<file path="config.mk">
export PLATFORM = sky130hd
export DESIGN_NAME = xorshift_keystream_byte_cipher_flat
export DESIGN_NICKNAME = d
export VERILOG_FILES = /design/src/rtl/core/xsk_pkg.sv /design/src/rtl/core/xsk_ifs.sv /design/src/rtl/core/xsk_gen.sv /design/src/rtl/core/xsk_obuf.sv /design/src/rtl/core/xorshift_keystream_byte_cipher.sv /design/src/flat_wrapper.sv
export SDC_FILE = /design/constraint.sdc
export NUM_CORES = 1
export LEC_CHECK = 0
export ABC_AREA = 1
export BUFFER_PORTS_ARGS = -buffer_cell sky130_fd_sc_hd__buf_2
export CORE_UTILIZATION = 60
export CTS_BUF_LIST = sky130_fd_sc_hd__clkbuf_2 sky130_fd_sc_hd__clkbuf_4 sky130_fd_sc_hd__clkbuf_8
export DETAILED_ROUTE_END_ITERATION = 7
export MAX_ROUTING_LAYER = met4
export PLACE_DENSITY = 0.83
export SKIP_CTS_REPAIR_TIMING = 1
export SLEW_MARGIN = 20
export SYNTH_ARGS = -nofsm -noshare
export SYNTH_HDL_FRONTEND = slang
export SYNTH_SLANG_ARGS = --single-unit
export TNS_END_PERCENT = 100
</file>
<file path="constraint.sdc">
create_clock -name clk -period 2.2 [get_ports clk]
set_clock_uncertainty 0.2 [all_clocks]
set_input_delay 0.11 -clock clk [delete_from_list [all_inputs] [get_ports clk]]
set_output_delay 0.11 -clock clk [all_outputs]
set_load 0.02 [all_outputs]
</file>
<file path="src/rtl/core/xsk_pkg.sv">
// ----------------------------------------------------------------------------
// xsk_pkg
// Types, constants and the xorshift64 step shared by the keystream cipher.
// ----------------------------------------------------------------------------
package xsk_pkg;

  // xorshift64 shift amounts
  localparam int unsigned XS_SH_A = 13;
  localparam int unsigned XS_SH_B = 7;
  localparam int unsigned XS_SH_C = 17;

  localparam int unsigned KEY_W      = 64;
  localparam int unsigned BYTE_W     = 8;
  localparam int unsigned POS_W      = 4;
  localparam int unsigned CFG_ADDR_W = 4;
  localparam int unsigned CFG_DATA_W = 64;

  // byte position meaning "word buffer empty"
  localparam logic [POS_W-1:0] BUF_EMPTY = 4'd8;

  // register index decoded from paddr[3] (registers sit on 8-byte steps)
  localparam logic REG_IDX_KEY = 1'b0;

  typedef struct packed {
    logic             load;
    logic [KEY_W-1:0] key;
  } xsk_seed_t;

  typedef struct packed {
    logic busy;   // warm-up steps still running
    logic empty;  // word buffer empty
  } xsk_stat_t;

  typedef struct packed {
    logic [BYTE_W-1:0] out_byte;
    logic              end_of_block_out;
  } xsk_res_t;

  function automatic logic [KEY_W-1:0] xs_advance(input logic [KEY_W-1:0] x);
    logic [KEY_W-1:0] y;
    y = x ^ (x << XS_SH_A);
    y = y ^ (y >> XS_SH_B);
    y = y ^ (y << XS_SH_C);
    return y;
  endfunction

endpackage

</file>
<file path="src/rtl/core/xsk_ifs.sv">
// ----------------------------------------------------------------------------
// xsk_ifs
// Valid/ready channels for input bytes and result bytes.
// ----------------------------------------------------------------------------
interface xsk_in_if;
  logic       valid;
  logic       ready;
  logic [7:0] data_byte;
  logic       end_of_block;

  modport source (output valid, output data_byte, output end_of_block, input ready);
  modport sink   (input valid, input data_byte, input end_of_block, output ready);
endinterface

interface xsk_out_if;
  logic       valid;
  logic       ready;
  logic [7:0] out_byte;
  logic       end_of_block_out;

  modport source (output valid, output out_byte, output end_of_block_out, input ready);
  modport sink   (input valid, input out_byte, input end_of_block_out, output ready);
endinterface

</file>
<file path="src/rtl/core/xsk_gen.sv">
// ----------------------------------------------------------------------------
// xsk_gen
// xorshift64 generator with warm-up sequencer and 8-byte keystream buffer.
// ----------------------------------------------------------------------------
module xsk_gen
  import xsk_pkg::*;
#(
  parameter int WARMUP_STEPS = 11
) (
  input  logic              clk,
  input  logic              rst_n,
  input  xsk_seed_t         seed,
  input  logic              adv,
  output xsk_stat_t         stat,
  output logic [BYTE_W-1:0] ks_byte
);

  localparam int CNT_W = $clog2(WARMUP_STEPS + 2);

  logic [KEY_W-1:0] gen_r;
  logic [KEY_W-1:0] ks_r;
  logic [POS_W-1:0] pos_r;
  logic [CNT_W-1:0] cnt_r;
  logic [KEY_W-1:0] step;
  logic             empty;

  assign step  = xs_advance(gen_r);
  assign empty = pos_r[POS_W-1];  // 8..15 all count as empty

  always_comb begin
    if (empty) begin
      ks_byte = step[BYTE_W-1:0];
    end else begin
      ks_byte = ks_r[{pos_r[2:0], 3'b000} +: BYTE_W];
    end
  end

  assign stat.busy  = (cnt_r != '0);
  assign stat.empty = empty;

  always_ff @(posedge clk) begin
    if (!rst_n) begin
      gen_r <= '0;
      ks_r  <= '0;
      pos_r <= BUF_EMPTY;
      cnt_r <= CNT_W'(WARMUP_STEPS);
    end else if (seed.load) begin
      gen_r <= seed.key;
      ks_r  <= '0;
      pos_r <= BUF_EMPTY;
      cnt_r <= CNT_W'(WARMUP_STEPS);
    end else if (cnt_r != '0) begin
      // warm-up: one step a cycle
      gen_r <= step;
      cnt_r <= cnt_r - 1'b1;
    end else if (adv) begin
      if (empty) begin
        gen_r <= step;
        ks_r  <= step;
        pos_r <= POS_W'(1);
      end else begin
        pos_r <= pos_r + 1'b1;
      end
    end
  end

endmodule

</file>
<file path="src/rtl/core/xsk_obuf.sv">
// ----------------------------------------------------------------------------
// xsk_obuf
// Two-entry result buffer; keeps full rate while the sink is ready.
// ----------------------------------------------------------------------------
module xsk_obuf
  import xsk_pkg::*;
(
  input  logic       clk,
  input  logic       rst_n,
  input  logic       push,
  input  xsk_res_t   push_data,
  output logic       full,
  xsk_out_if.source  out_ch
);

  xsk_res_t   mem_r [2];
  logic       wr_r;
  logic       rd_r;
  logic [1:0] cnt_r;
  logic       pop;

  assign full   = (cnt_r == 2'd2);
  assign pop    = out_ch.valid && out_ch.ready;

  assign out_ch.valid            = (cnt_r != 2'd0);
  assign out_ch.out_byte         = mem_r[rd_r].out_byte;
  assign out_ch.end_of_block_out = mem_r[rd_r].end_of_block_out;

  always_ff @(posedge clk) begin
    if (push) begin
      mem_r[wr_r] <= push_data;
    end
  end

  always_ff @(posedge clk) begin
    if (!rst_n) begin
      wr_r  <= 1'b0;
      rd_r  <= 1'b0;
      cnt_r <= 2'd0;
    end else begin
      if (push) begin
        wr_r <= ~wr_r;
      end
      if (pop) begin
        rd_r <= ~rd_r;
      end
      unique case ({push, pop})
        2'b10:   cnt_r <= cnt_r + 2'd1;
        2'b01:   cnt_r <= cnt_r - 2'd1;
        default: cnt_r <= cnt_r;
      endcase
    end
  end

endmodule

</file>
<file path="src/rtl/core/xorshift_keystream_byte_cipher.sv">
// ----------------------------------------------------------------------------
// xorshift_keystream_byte_cipher
// Byte stream cipher: each byte is XORed with the next xorshift64 keystream
// byte, least significant first, eight bytes per generator word.
// ----------------------------------------------------------------------------
// One byte per clock is taken while in_beat.ready is high, and its result is
// registered in a two-entry output buffer, so the input keeps running while
// the sink stalls until both entries are occupied. After reset or a write to
// the 64-bit key register at byte address 0, the generator runs WARMUP_STEPS
// steps, one per cycle, with in_beat.ready low meanwhile. Encryption and
// decryption are the same operation; end_of_block is passed through and does
// not touch the keystream. A zero key gives an all-zero keystream.
module xorshift_keystream_byte_cipher
  import xsk_pkg::*;
#(
  parameter int WARMUP_STEPS = 11
) (
  input  logic                  clk,
  input  logic                  rst_n,
  xsk_in_if.sink                in_beat,
  xsk_out_if.source             out_beat,
  input  logic                  cfg_psel,
  input  logic                  cfg_penable,
  input  logic                  cfg_pwrite,
  input  logic [CFG_ADDR_W-1:0] cfg_paddr,
  input  logic [CFG_DATA_W-1:0] cfg_pwdata,
  output logic [CFG_DATA_W-1:0] cfg_prdata,
  output logic                  cfg_pready
);

  logic [KEY_W-1:0]  key_r;
  logic              cfg_wr;
  xsk_seed_t         seed;
  xsk_stat_t         stat;
  logic [BYTE_W-1:0] ks_byte;
  logic              buf_full;
  logic              in_acc;
  xsk_res_t          res;

  assign cfg_pready = 1'b1;
  assign cfg_wr     = cfg_psel && cfg_penable && cfg_pwrite && cfg_pready &&
                      (cfg_paddr[3] == REG_IDX_KEY);

  always_ff @(posedge clk) begin
    if (!rst_n) begin
      key_r <= '0;
    end else if (cfg_wr) begin
      key_r <= cfg_pwdata;
    end
  end

  always_comb begin
    if (cfg_paddr[3] == REG_IDX_KEY) begin
      cfg_prdata = key_r;
    end else begin
      cfg_prdata = '0;
    end
  end

  assign seed.load = cfg_wr;
  assign seed.key  = cfg_pwdata;

  assign in_beat.ready = !stat.busy && !buf_full;
  assign in_acc        = in_beat.valid && in_beat.ready;

  xsk_gen #(
    .WARMUP_STEPS (WARMUP_STEPS)
  ) u_gen (
    .clk     (clk),
    .rst_n   (rst_n),
    .seed    (seed),
    .adv     (in_acc),
    .stat    (stat),
    .ks_byte (ks_byte)
  );

  assign res.out_byte         = in_beat.data_byte ^ ks_byte;
  assign res.end_of_block_out = in_beat.end_of_block;

  xsk_obuf u_obuf (
    .clk       (clk),
    .rst_n     (rst_n),
    .push      (in_acc),
    .push_data (res),
    .full      (buf_full),
    .out_ch    (out_beat)
  );

`ifndef ASSERT_OFF
  a_no_beat_in_warmup: assert property (@(posedge clk) disable iff (!rst_n)
    in_acc |-> !stat.busy)
    else $error("input beat taken during warm-up");

  a_key_empties_buf: assert property (@(posedge clk) disable iff (!rst_n)
    cfg_wr |=> stat.empty)
    else $error("key write did not empty the word buffer");

  a_beat_gives_result: assert property (@(posedge clk) disable iff (!rst_n)
    in_acc |=> out_beat.valid)
    else $error("accepted beat produced no result");

  a_warmup_after_key: assert property (@(posedge clk) disable iff (!rst_n)
    cfg_wr |=> ((WARMUP_STEPS == 0) || stat.busy))
    else $error("key write did not start warm-up");
`endif

endmodule
</file>
<file path="src/flat_wrapper.sv">
// flat-port wrapper written by rule: the top's interface ports become plain ports
module xorshift_keystream_byte_cipher_flat import xsk_pkg::*;
#(
  parameter int WARMUP_STEPS = 11
)
  (clk, rst_n, cfg_psel, cfg_penable, cfg_pwrite, cfg_paddr, cfg_pwdata, cfg_prdata, cfg_pready, in_beat_valid, in_beat_data_byte, in_beat_end_of_block, in_beat_ready, out_beat_valid, out_beat_out_byte, out_beat_end_of_block_out, out_beat_ready);
  xsk_in_if in_beat_i ();
  xsk_out_if out_beat_i ();
  input  logic clk;
  input  logic rst_n;
  input  logic cfg_psel;
  input  logic cfg_penable;
  input  logic cfg_pwrite;
  input  logic [CFG_ADDR_W-1:0] cfg_paddr;
  input  logic [CFG_DATA_W-1:0] cfg_pwdata;
  output logic [CFG_DATA_W-1:0] cfg_prdata;
  output logic cfg_pready;
  input wire logic [$bits(in_beat_i.valid)-1:0] in_beat_valid;
  input wire logic [$bits(in_beat_i.data_byte)-1:0] in_beat_data_byte;
  input wire logic [$bits(in_beat_i.end_of_block)-1:0] in_beat_end_of_block;
  output wire logic [$bits(in_beat_i.ready)-1:0] in_beat_ready;
  output wire logic [$bits(out_beat_i.valid)-1:0] out_beat_valid;
  output wire logic [$bits(out_beat_i.out_byte)-1:0] out_beat_out_byte;
  output wire logic [$bits(out_beat_i.end_of_block_out)-1:0] out_beat_end_of_block_out;
  input wire logic [$bits(out_beat_i.ready)-1:0] out_beat_ready;
  assign in_beat_i.valid = in_beat_valid;
  assign in_beat_i.data_byte = in_beat_data_byte;
  assign in_beat_i.end_of_block = in_beat_end_of_block;
  assign in_beat_ready = in_beat_i.ready;
  assign out_beat_valid = out_beat_i.valid;
  assign out_beat_out_byte = out_beat_i.out_byte;
  assign out_beat_end_of_block_out = out_beat_i.end_of_block_out;
  assign out_beat_i.ready = out_beat_ready;
  xorshift_keystream_byte_cipher #(.WARMUP_STEPS(WARMUP_STEPS)) u_core (.clk(clk), .rst_n(rst_n), .in_beat(in_beat_i), .out_beat(out_beat_i), .cfg_psel(cfg_psel), .cfg_penable(cfg_penable), .cfg_pwrite(cfg_pwrite), .cfg_paddr(cfg_paddr), .cfg_pwdata(cfg_pwdata), .cfg_prdata(cfg_prdata), .cfg_pready(cfg_pready));
endmodule
</file>
==> out/summary.txt, run 1 <==
root buf cell -> clkbuf_8
Worst Path Arrival -> 2300 ps
Max clock buf depth -> 3
Syn. warnings -> 0
die area -> 20500 um2
Rows -> 51
post-synthesis mux area share -> 0.00929
Avg Cell Area, Syn -> 6.54 um2
Final Hold Viols -> 7
worst path required time -> 2440 ps
Slew headroom -> 0.548
Adder-Cell Fraction of Synth Area -> 0.00418
area delta synth->final -> 22.4%
largest family of logic cells by synthesized area -> simple AND/OR/NAND/NOR gates
CP Capture Type -> register
setup TNS -> 0 ps
later-pin clock latency in the skew report -> 540 ps
post-route minimum period -> 2050 ps
failing checks -> hold timing
Final nets -> 2139
f_max -> 0.487 GHz
FF+latch count, synth -> 223
status -> finished with violations
DRC -> 0
# port buffers -> 155
initial core utilization -> 0.614
Vias -> 13100
gpl congestion -> 0.989
number of global-route vias before repair -> 11300
PwrDens -> 1300 nW/um2
final setup vio count -> 0
Max Slew Vio Count -> 0
largest net degree at the start of global routing -> 69
final hold slack -> -20.3 ps
critical path class -> reg -> reg
Worst setup SP type -> register
post-DP HPWL -> 28.3 mm
Inserted Clock Buffers -> 36
Vias/cell -> 5.61
EDFF count, synth -> 18
DRT Pass-1 Iters -> 6
Setup WS pre-CTS -> 88.4 ps
ys async rst share -> 0
Synth cell types -> 36
global-route wire length before repair -> 57.9 mm
gr usage total -> 0.380
CTS tree -> built
clk sink count -> 223
max-cap viol count -> 0
Slew @ Worst Pin -> 679 ps
die width -> 143 um
CORE AREA -> 19500 um2
combinational power share -> 0.502
Mapped Cells -> 1833
Min-Delay Path Class -> in -> reg
Routed WL -> 41.4 mm
Net Sw Frac -> 0.473
xor/xnor share of the synthesized area -> 0.0570
P_int -> 10000 uW
Peak VDD IR -> 725 uV
CP Max Fanout -> 17
Syn Nets -> 1921
total global routing overflow -> 0
io pins -> 160
final worst setup slack -> 146 ps
clk slew on worst S/H paths -> 60 ps
Synth Area in Simple Gates -> 0.308
Pleak -> 0.00728 uW
initial DRC count -> 1341
ys flop type -> dfxtp_1
synthesized cell area -> 12000 um2
Reg power frac -> 0.294
Final ANT Viol Nets -> 0
clock share of power -> 0.204
CTS H-tree depth -> 2
post-synthesis sequential area ratio -> 0.388
sw power -> 9000 uW
Die Y -> 143 um
Compound-Gate Fraction of Synth Area -> 0.124
layout cells sized above 1 -> 0.139
fin crit share -> 0.934
detailed-route wire length per cell -> 17.7 um
antenna violations before repair -> 2
==> worst paths after layout <==
path	start	end	slack, ps	cells after the start
max	u_core.u_gen.cnt_r[0]	u_core.u_gen.ks_r[3]	150	9
min	cfg_paddr[3]	u_core.key_r[22]	-20	5
max reg2reg	u_core.u_gen.cnt_r[0]	u_core.u_gen.ks_r[3]	150	9
min reg2reg	u_core.u_gen.ks_r[6]	u_core.u_gen.ks_r[6]	250	2
==> cells by family after synthesis <==
| logic type | after synthesis |
|---|---|
| adder cells (fa/ha/maj) | 4 |
| flip-flops | 223 |
| buffers and inverters | 331 |
| XOR/XNOR | 78 |
| AND/OR/NAND/NOR | 915 |
| other | 1 |
| multiplexers | 10 |
| AO/OA/AOI/OAI | 271 |
==> metrics by stage <==
| step | area, um2 | utilization | cells | power (uW) | hold slack (ps) |
|---|---|---|---|---|---|
| floorplan | 12000 | - | 1833 | 11800 | 8.87 |
| global route | 14700 | 0.751 | 2341 | 20200 | 20.8 |
| global placement | 13100 | 0.669 | 2197 | 14500 | 99.4 |
| finish | 14700 | 0.751 | 2341 | 19000 | -20.3 |
| CTS | 13800 | 0.708 | 2258 | 18500 | -438 |
| detailed placement | 13100 | 0.669 | 2197 | 14700 | 105 |
==> final cells by class <==
class	instances	area, um2
Clock inverter	5	75.1
Tap cell	265	332
Sequential cell	223	4640
Fill cell	1493	4860
Inverter	235	885
Multi-Input combinational cell	1279	6030
Clock buffer	56	689
Timing Repair Buffer	276	2000
Antenna cell	2	5.00
==> flip-flops by register name, summed over array words and instances, names as in the netlist, named ones only <==
| signal | flops |
|---|---|
| u_core.u_obuf.rd_r | 1 |
| u_core.u_obuf.wr_r | 1 |
| u_core.u_gen.ks_r | 64 |
| u_core.u_gen.gen_r | 64 |
| u_core.u_obuf.cnt_r | 2 |
| u_core.key_r | 64 |
| u_core.u_obuf.mem_r | 18 |
| u_core.u_gen.pos_r | 4 |
| u_core.u_gen.cnt_r | 4 |
==> power groups by stage <==
stage | logic, uW | registers [uW] | clock network, uW
6_report | 9550 | 5610 | 3880
5_1_grt | 10500 | 5650 | 4050
4_1_cts | 9100 | 5560 | 3880
3_5_place_dp | 9060 | 5650 | 0
3_3_place_gp | 8860 | 5610 | 0
2_1_floorplan | 6580 | 5180 | 0
==> cell usage in the layout, fill, tap and decap left out, types with 57 or more instances in the layout <==
| cell | count |
|---|---|
| dfxtp_1 | 205 |
| nand2_1 | 641 |
| nor2_1 | 116 |
| a21oi_1 | 81 |
| o22ai_1 | 57 |
| o21ai_0 | 113 |
| inv_1 | 226 |
| buf_2 | 155 |
| nand3_1 | 137 |
| dlygate4sd3_1 | 79 |
==> per-layer routing <==
metal  routed length (um)  GRT usage  vias to the layer above  share of wire
li1                     -          -                     6209              -
met5                    0          -                        -              0
met4                 1650      0.147                        0          0.040
met3                 4270     0.0580                      144           0.10
met1                16800      0.505                     5993           0.41
met2                18700      0.584                      787           0.45
==> synthesized netlist by cell type, drive strengths merged, types with 13 or more instances <==
library cell,n,share of area
xnor2,35,0.026
o22ai,57,0.030
nand2,644,0.20
edfxtp,18,0.045
buf,46,0.021
nor2,121,0.039
o21ai,116,0.048
clkbuf,50,0.016
xor2,43,0.031
inv,234,0.073
nand3,138,0.059
dfxtp,205,0.34
o211ai,13,0.0081
a21oi,82,0.035
==> worst max-delay path, cell delays in order, from the launching register on <==
cell	delay, ps
dfxtp_1	330
inv_1	110
ha_2	220
nand3_4	120
nor3_4	160
nand2_2	110
nor2_4	210
buf_12	180
inv_2	130
o21ai_0	200
Note: power is estimated with default switching activity, not from simulation.
==> run 2, diff against run 1 <==
--- a/config.mk
+++ b/config.mk
@@ -5,7 +5,7 @@
 export SDC_FILE = /design/constraint.sdc
 export NUM_CORES = 1
 export LEC_CHECK = 0
-export ABC_AREA = 1
+export ABC_AREA = 0
 export BUFFER_PORTS_ARGS = -buffer_cell sky130_fd_sc_hd__buf_2
 export CORE_UTILIZATION = 60
 export CTS_BUF_LIST = sky130_fd_sc_hd__clkbuf_2 sky130_fd_sc_hd__clkbuf_4 sky130_fd_sc_hd__clkbuf_8
==> out/summary.txt, run 2 <==
area share of the largest cell type after synthesis -> 0.373
Die Y -> 137 um
Max Slew Vio Count -> 0
Post-Place Cell Area -> 12300 um2
final worst setup slack -> 59.1 ps
status -> finished clean
die width -> 137 um
clk sink count -> 223
non-filler cells, final -> 1661
Antenna diodes -> 0
Vias/cell -> 6.14
power after layout -> 21600 uW
largest net degree at the start of global routing -> 92
Worst Path Arrival -> 2380 ps
Design Area, Final -> 13900 um2
top post-synthesis cells by area -> dfxtp_1 37%, xnor2_1 10%, nand2_1 5.8%
Mapped Cells -> 1162
EDFF count, synth -> 18
Slew headroom -> 0.545
layout cells sized above 1 -> 0.221
global-route wire length before repair -> 47.9 mm
root buf cell -> clkbuf_8
Rows -> 49
Peak VDD IR -> 859 uV
Synth cell types -> 57
final setup vio count -> 0
CTS H-tree depth -> 2
number of global-route vias before repair -> 8950
top cell type by total area after synthesis -> dfxtp_1
clk slew on worst S/H paths -> 60 ps
DRT Pass-1 Iters -> 6
ys flop type -> dfxtp_1
R2R setup slack -> 60 ps
Routed WL -> 34.4 mm
Slew @ Worst Pin -> 683 ps
CP Capture Type -> register
Setup WS pre-CTS -> -14.3 ps
synthesized cell area -> 11000 um2
post-route minimum period -> 2140 ps
top cells by count, synth -> 205 x dfxtp_1, 170 x nand2_1, 126 x xnor2_1
Final ANT Viol Nets -> 0
Stages on worst setup path -> 8
commonest non-fill, non-tap cell in the layout -> dfxtp_1
Worst setup SP type -> register
FF-to-FF End -> u_core.u_gen.gen_r[58]
detailed-route wire length per cell -> 20.7 um
die area -> 18900 um2
Vias -> 10200
max-cap viol count -> 0
Final Hold Viols -> 0
Avg Cell Area, Syn -> 9.46 um2
setup TNS -> 0 ps
Syn. warnings -> 0
initial DRC count -> 1251
Syn Nets -> 1250
f_max -> 0.467 GHz
Min-Delay Path Class -> in -> reg
highest-count cells in the layout ignoring fill and taps -> 204 x dfxtp_1, 170 x nand2_1, 155 x buf_2
Slowest-stage cell, CP -> or3b_4
post-synthesis sequential area ratio -> 0.422
worst path required time -> 2440 ps
gr usage total -> 0.342
WP buf/inv -> 3
Max clock buf depth -> 3
Final nets -> 1494
DRC -> 0
Inserted Clock Buffers -> 38
gpl congestion -> 0.959
Largest delay share family, worst path -> simple AND/OR/NAND/NOR gates
io pins -> 160
cell count of the worst reg-to-reg path -> 8
Pleak -> 0.00560 uW
PwrDens -> 1550 nW/um2
RSZ-0062 raised after global routing -> false
Reg-to-Reg Start -> u_core.u_gen.cnt_r[1]
biggest regs -> u_core.key_r: 64 flops, u_core.u_gen.gen_r: 64 flops, u_core.u_gen.ks_r: 64 flops
fin crit share -> 0.973
post-DP HPWL -> 21.7 mm
antenna violations before repair -> 0
# port buffers -> 155
CTS tree -> built
ys async rst share -> 0
placed cell count -> 1514
CORE AREA -> 18000 um2
FF+latch count, synth -> 223
Crit. Startpoint -> u_core.u_gen.cnt_r[1]
fillers -> 1111
critical path capture point -> u_core.u_gen.gen_r[58]
top-count cell post-synth -> dfxtp_1
max incr delay on CP -> 420 ps
CP Cell Sequence -> inv_2 > ha_4 > or3b_4 > a311oi_4 > buf_6 > clkbuf_16 > nand2_1 > a31oi_1
area delta synth->final -> 26.5%
total global routing overflow -> 0
CP Max Fanout -> 5
initial core utilization -> 0.612
critical path class -> reg -> reg
later-pin clock latency in the skew report -> 530 ps
[run 2: changes by cell type after synthesis, sizes merged, moves of 23 or more]
cell   delta
nand2   -473
inv     -223
nand3   -102
nor2    -100
xnor2    +93
o21ai    -91
nor2b    +66
o22ai    -57
a22o     +45
mux2i    +31
a31oi    +27
and3     +23
[run 2: per-layer routing]
metal / track usage / vias up / routed length, um
met5: - / - / 0
met4: 0.137 / 0 / 1270
met3: 0.0809 / 121 / 3810
met2: 0.497 / 663 / 15600
met1: 0.458 / 4826 / 13700
li1: - / 4588 / -
[run 2: cell families (layout without fill, tap and decap cells)]
family,after synthesis,after routing,synth area share
other cells,1,1,0.000341
mux,41,41,0.0384
buf+inv,104,374,0.0417
compound gates,254,254,0.167
xor+xnor,180,180,0.169
fa+ha+maj,4,4,0.00455
flops,223,223,0.422
simple gates,355,355,0.157
[run 2: power by group]
group,switching [uW],internal [uW],leakage [uW],total [uW]
Sequential,736,4770,0.00183,5510
Combinational,6790,5420,0.00334,12200
Clock,1670,2190,0.000422,3860
[run 2: final cells by class]
type	instances	area (um2)	share of cell area
Clock inverter	6	26.3	0.00189
Clock buffer	60	763	0.0549
Multi-Input combinational cell	835	5920	0.426
Inverter	11	41.3	0.00297
Timing Repair Buffer	297	2220	0.160
Tap cell	229	287	0.0206
Sequential cell	223	4650	0.334
[run 2: how the worst min path moves through the flow]
stage	startpoint	slack [ps]	cells past startpoint	end
detailed placement	in_beat_end_of_block	120	1	u_core.u_obuf.mem_r[1][0]
global placement	in_beat_end_of_block	100	1	u_core.u_obuf.mem_r[1][0]
finish	in_beat_end_of_block	130	2	u_core.u_obuf.mem_r[1][0]
floorplan	in_beat_end_of_block	9	0	u_core.u_obuf.mem_r[0][0]
global route	in_beat_end_of_block	140	2	u_core.u_obuf.mem_r[0][0]
CTS	in_beat_end_of_block	-430	1	u_core.u_obuf.mem_r[0][0]
[run 2: per-stage QoR]
step	hold WS [ps]	util
finish	130	0.774
global route	143	0.774
CTS	-429	0.726
detailed placement	119	0.682
global placement	104	0.682
floorplan	8.87	-
==> run 3, diff against run 2 <==
--- a/config.mk
+++ b/config.mk
@@ -12,6 +12,7 @@
 export DETAILED_ROUTE_END_ITERATION = 7
 export MAX_ROUTING_LAYER = met4
 export PLACE_DENSITY = 0.83
+export SETUP_SLACK_MARGIN = 0.5
 export SKIP_CTS_REPAIR_TIMING = 1
 export SLEW_MARGIN = 20
 export SYNTH_ARGS = -nofsm -noshare
==> out/summary.txt, run 3 (same netlist as run 2, synthesis figures left out) <==
commonest non-fill, non-tap cell in the layout -> dfxtp_1
Worst setup SP type -> register
CORE AREA -> 18000 um2
Largest delay share family, worst path -> XOR/XNOR gates
most used cell, CP -> xnor2_1
status -> finished with violations
Die Y -> 137 um
gr usage total -> 0.340
setup TNS -> -2590 ps
CTS H-tree depth -> 2
die width -> 137 um
WP buf/inv -> 1
Antenna diodes -> 0
placed cell count -> 1521
Final Hold Viols -> 0
Slew headroom -> 0.374
f_max -> 0.404 GHz
clk sink count -> 223
highest-count cells in the layout ignoring fill and taps -> 193 x dfxtp_1, 154 x nand2_1, 145 x buf_2
max incr delay on CP -> 750 ps
Slew @ Worst Pin -> 932 ps
Routed WL -> 46.4 mm
critical path class -> reg -> reg
DRC -> 0
largest net degree at the start of global routing -> 84
area delta synth->final -> 44.9%
non-filler cells, final -> 1729
final setup vio count -> 50
initial DRC count -> 1708
Vias -> 11700
Pleak -> 0.00637 uW
post-route minimum period -> 2470 ps
DRT Pass-1 Iters -> 7
number of global-route vias before repair -> 8787
root buf cell -> clkbuf_8
Peak VDD IR -> 1110 uV
gpl congestion -> 0.933
failing checks -> setup timing
Inserted Clock Buffers -> 37
max-cap viol count -> 0
Worst Path Arrival -> 2680 ps
CP Capture Type -> register
final hold slack -> 22.5 ps
layout cells sized above 1 -> 0.339
worst path required time -> 2400 ps
fin crit share -> 1.12
Vias/cell -> 6.78
# port buffers -> 155
global-route wire length before repair -> 47.3 mm
io pins -> 160
final worst setup slack -> -273 ps
CP Max Fanout -> 4
total global routing overflow -> 0
CP Cell Sequence -> xnor2_1 > buf_4 > xnor2_1 > xnor2_1 > o221ai_1
initial core utilization -> 0.612
Max clock buf depth -> 3
Min-Delay Path Class -> in -> reg
Max Slew Vio Count -> 0
CTS tree -> built
post-DP HPWL -> 21.8 mm
biggest regs -> u_core.key_r: 64 flops, u_core.u_gen.gen_r: 64 flops, u_core.u_gen.ks_r: 64 flops
Rows -> 49
die area -> 18900 um2
Final nets -> 1561
Post-Place Cell Area -> 12400 um2
Slowest-stage cell, CP -> xnor2_1
later-pin clock latency in the skew report -> 570 ps
antenna violations before repair -> 0
RSZ-0062 raised after global routing -> true
detailed-route wire length per cell -> 26.8 um
clk slew on worst S/H paths -> 70 ps
PwrDens -> 1500 nW/um2
Design Area, Final -> 15900 um2
Final ANT Viol Nets -> 0
-- run 3: cell count changes in the layout (fill, tap and decap cells not counted), sizes merged --
| cell | before | now |
|---|---|---|
| inv | 11 | 10 |
| clkinv | 6 | 1 |
| clkbuf | 62 | 80 |
| and2 | 5 | 6 |
| buf | 219 | 261 |
| bufinv | 0 | 1 |
| clkinvlp | 0 | 1 |
| dlygate4sd3 | 76 | 86 |
| nor2 | 21 | 22 |
-- run 3: cell type report --
cell class                      count  area (um2)
Inverter                           11        46.3
Clock inverter                      2        37.5
Timing Repair Buffer              363        3220
Clock buffer                       64         800
Tap cell                          229         287
Fill cell                         708        2030
Sequential cell                   223        4670
Multi-Input combinational cell    837        6880
-- run 3: path summary, 6_finish.rpt --
kind | to | startpoint | slack (ps) | cells after the start
max | u_core.u_gen.gen_r[38] | u_core.u_gen.gen_r[28] | -270 | 5
min | u_core.u_gen.gen_r[54] | rst_n | 20 | 4
max reg2reg | u_core.u_gen.gen_r[38] | u_core.u_gen.gen_r[28] | -270 | 5
min reg2reg | u_core.key_r[40] | u_core.key_r[40] | 250 | 2
-- run 3: worst register-to-register path, cell delays in order (launching register included) --
cell      delay [ps]
dfxtp_1          480
xnor2_1          100
buf_4            160
xnor2_1          750
xnor2_1          370
o221ai_1         270
-- run 3: per-layer routing --
layer,wire length (um),track usage
met5,0,-
met3,6120,0.0552
met2,21000,0.499
met1,15700,0.472
met4,3560,0.126
-- run 3: where the power goes --
group	switching, uW	internal [uW]	leakage (uW)	total [uW]
sequential	879	4780	0.00184	5660
combinational	8220	5870	0.00409	14100
clock	1780	2390	0.000441	4170
total	10900	13000	0.00637	23900
-- run 3: per-stage QoR --
step / utilization / setup WS, ps / total power [uW]
2_1_floorplan: - / 153 / 13200
3_3_place_gp: 0.692 / 96.6 / 17000
3_5_place_dp: 0.692 / 57.1 / 17300
4_1_cts: 0.739 / 57.6 / 21300
5_1_grt: 0.887 / -234 / 24100
6_report: 0.887 / -273 / 23900
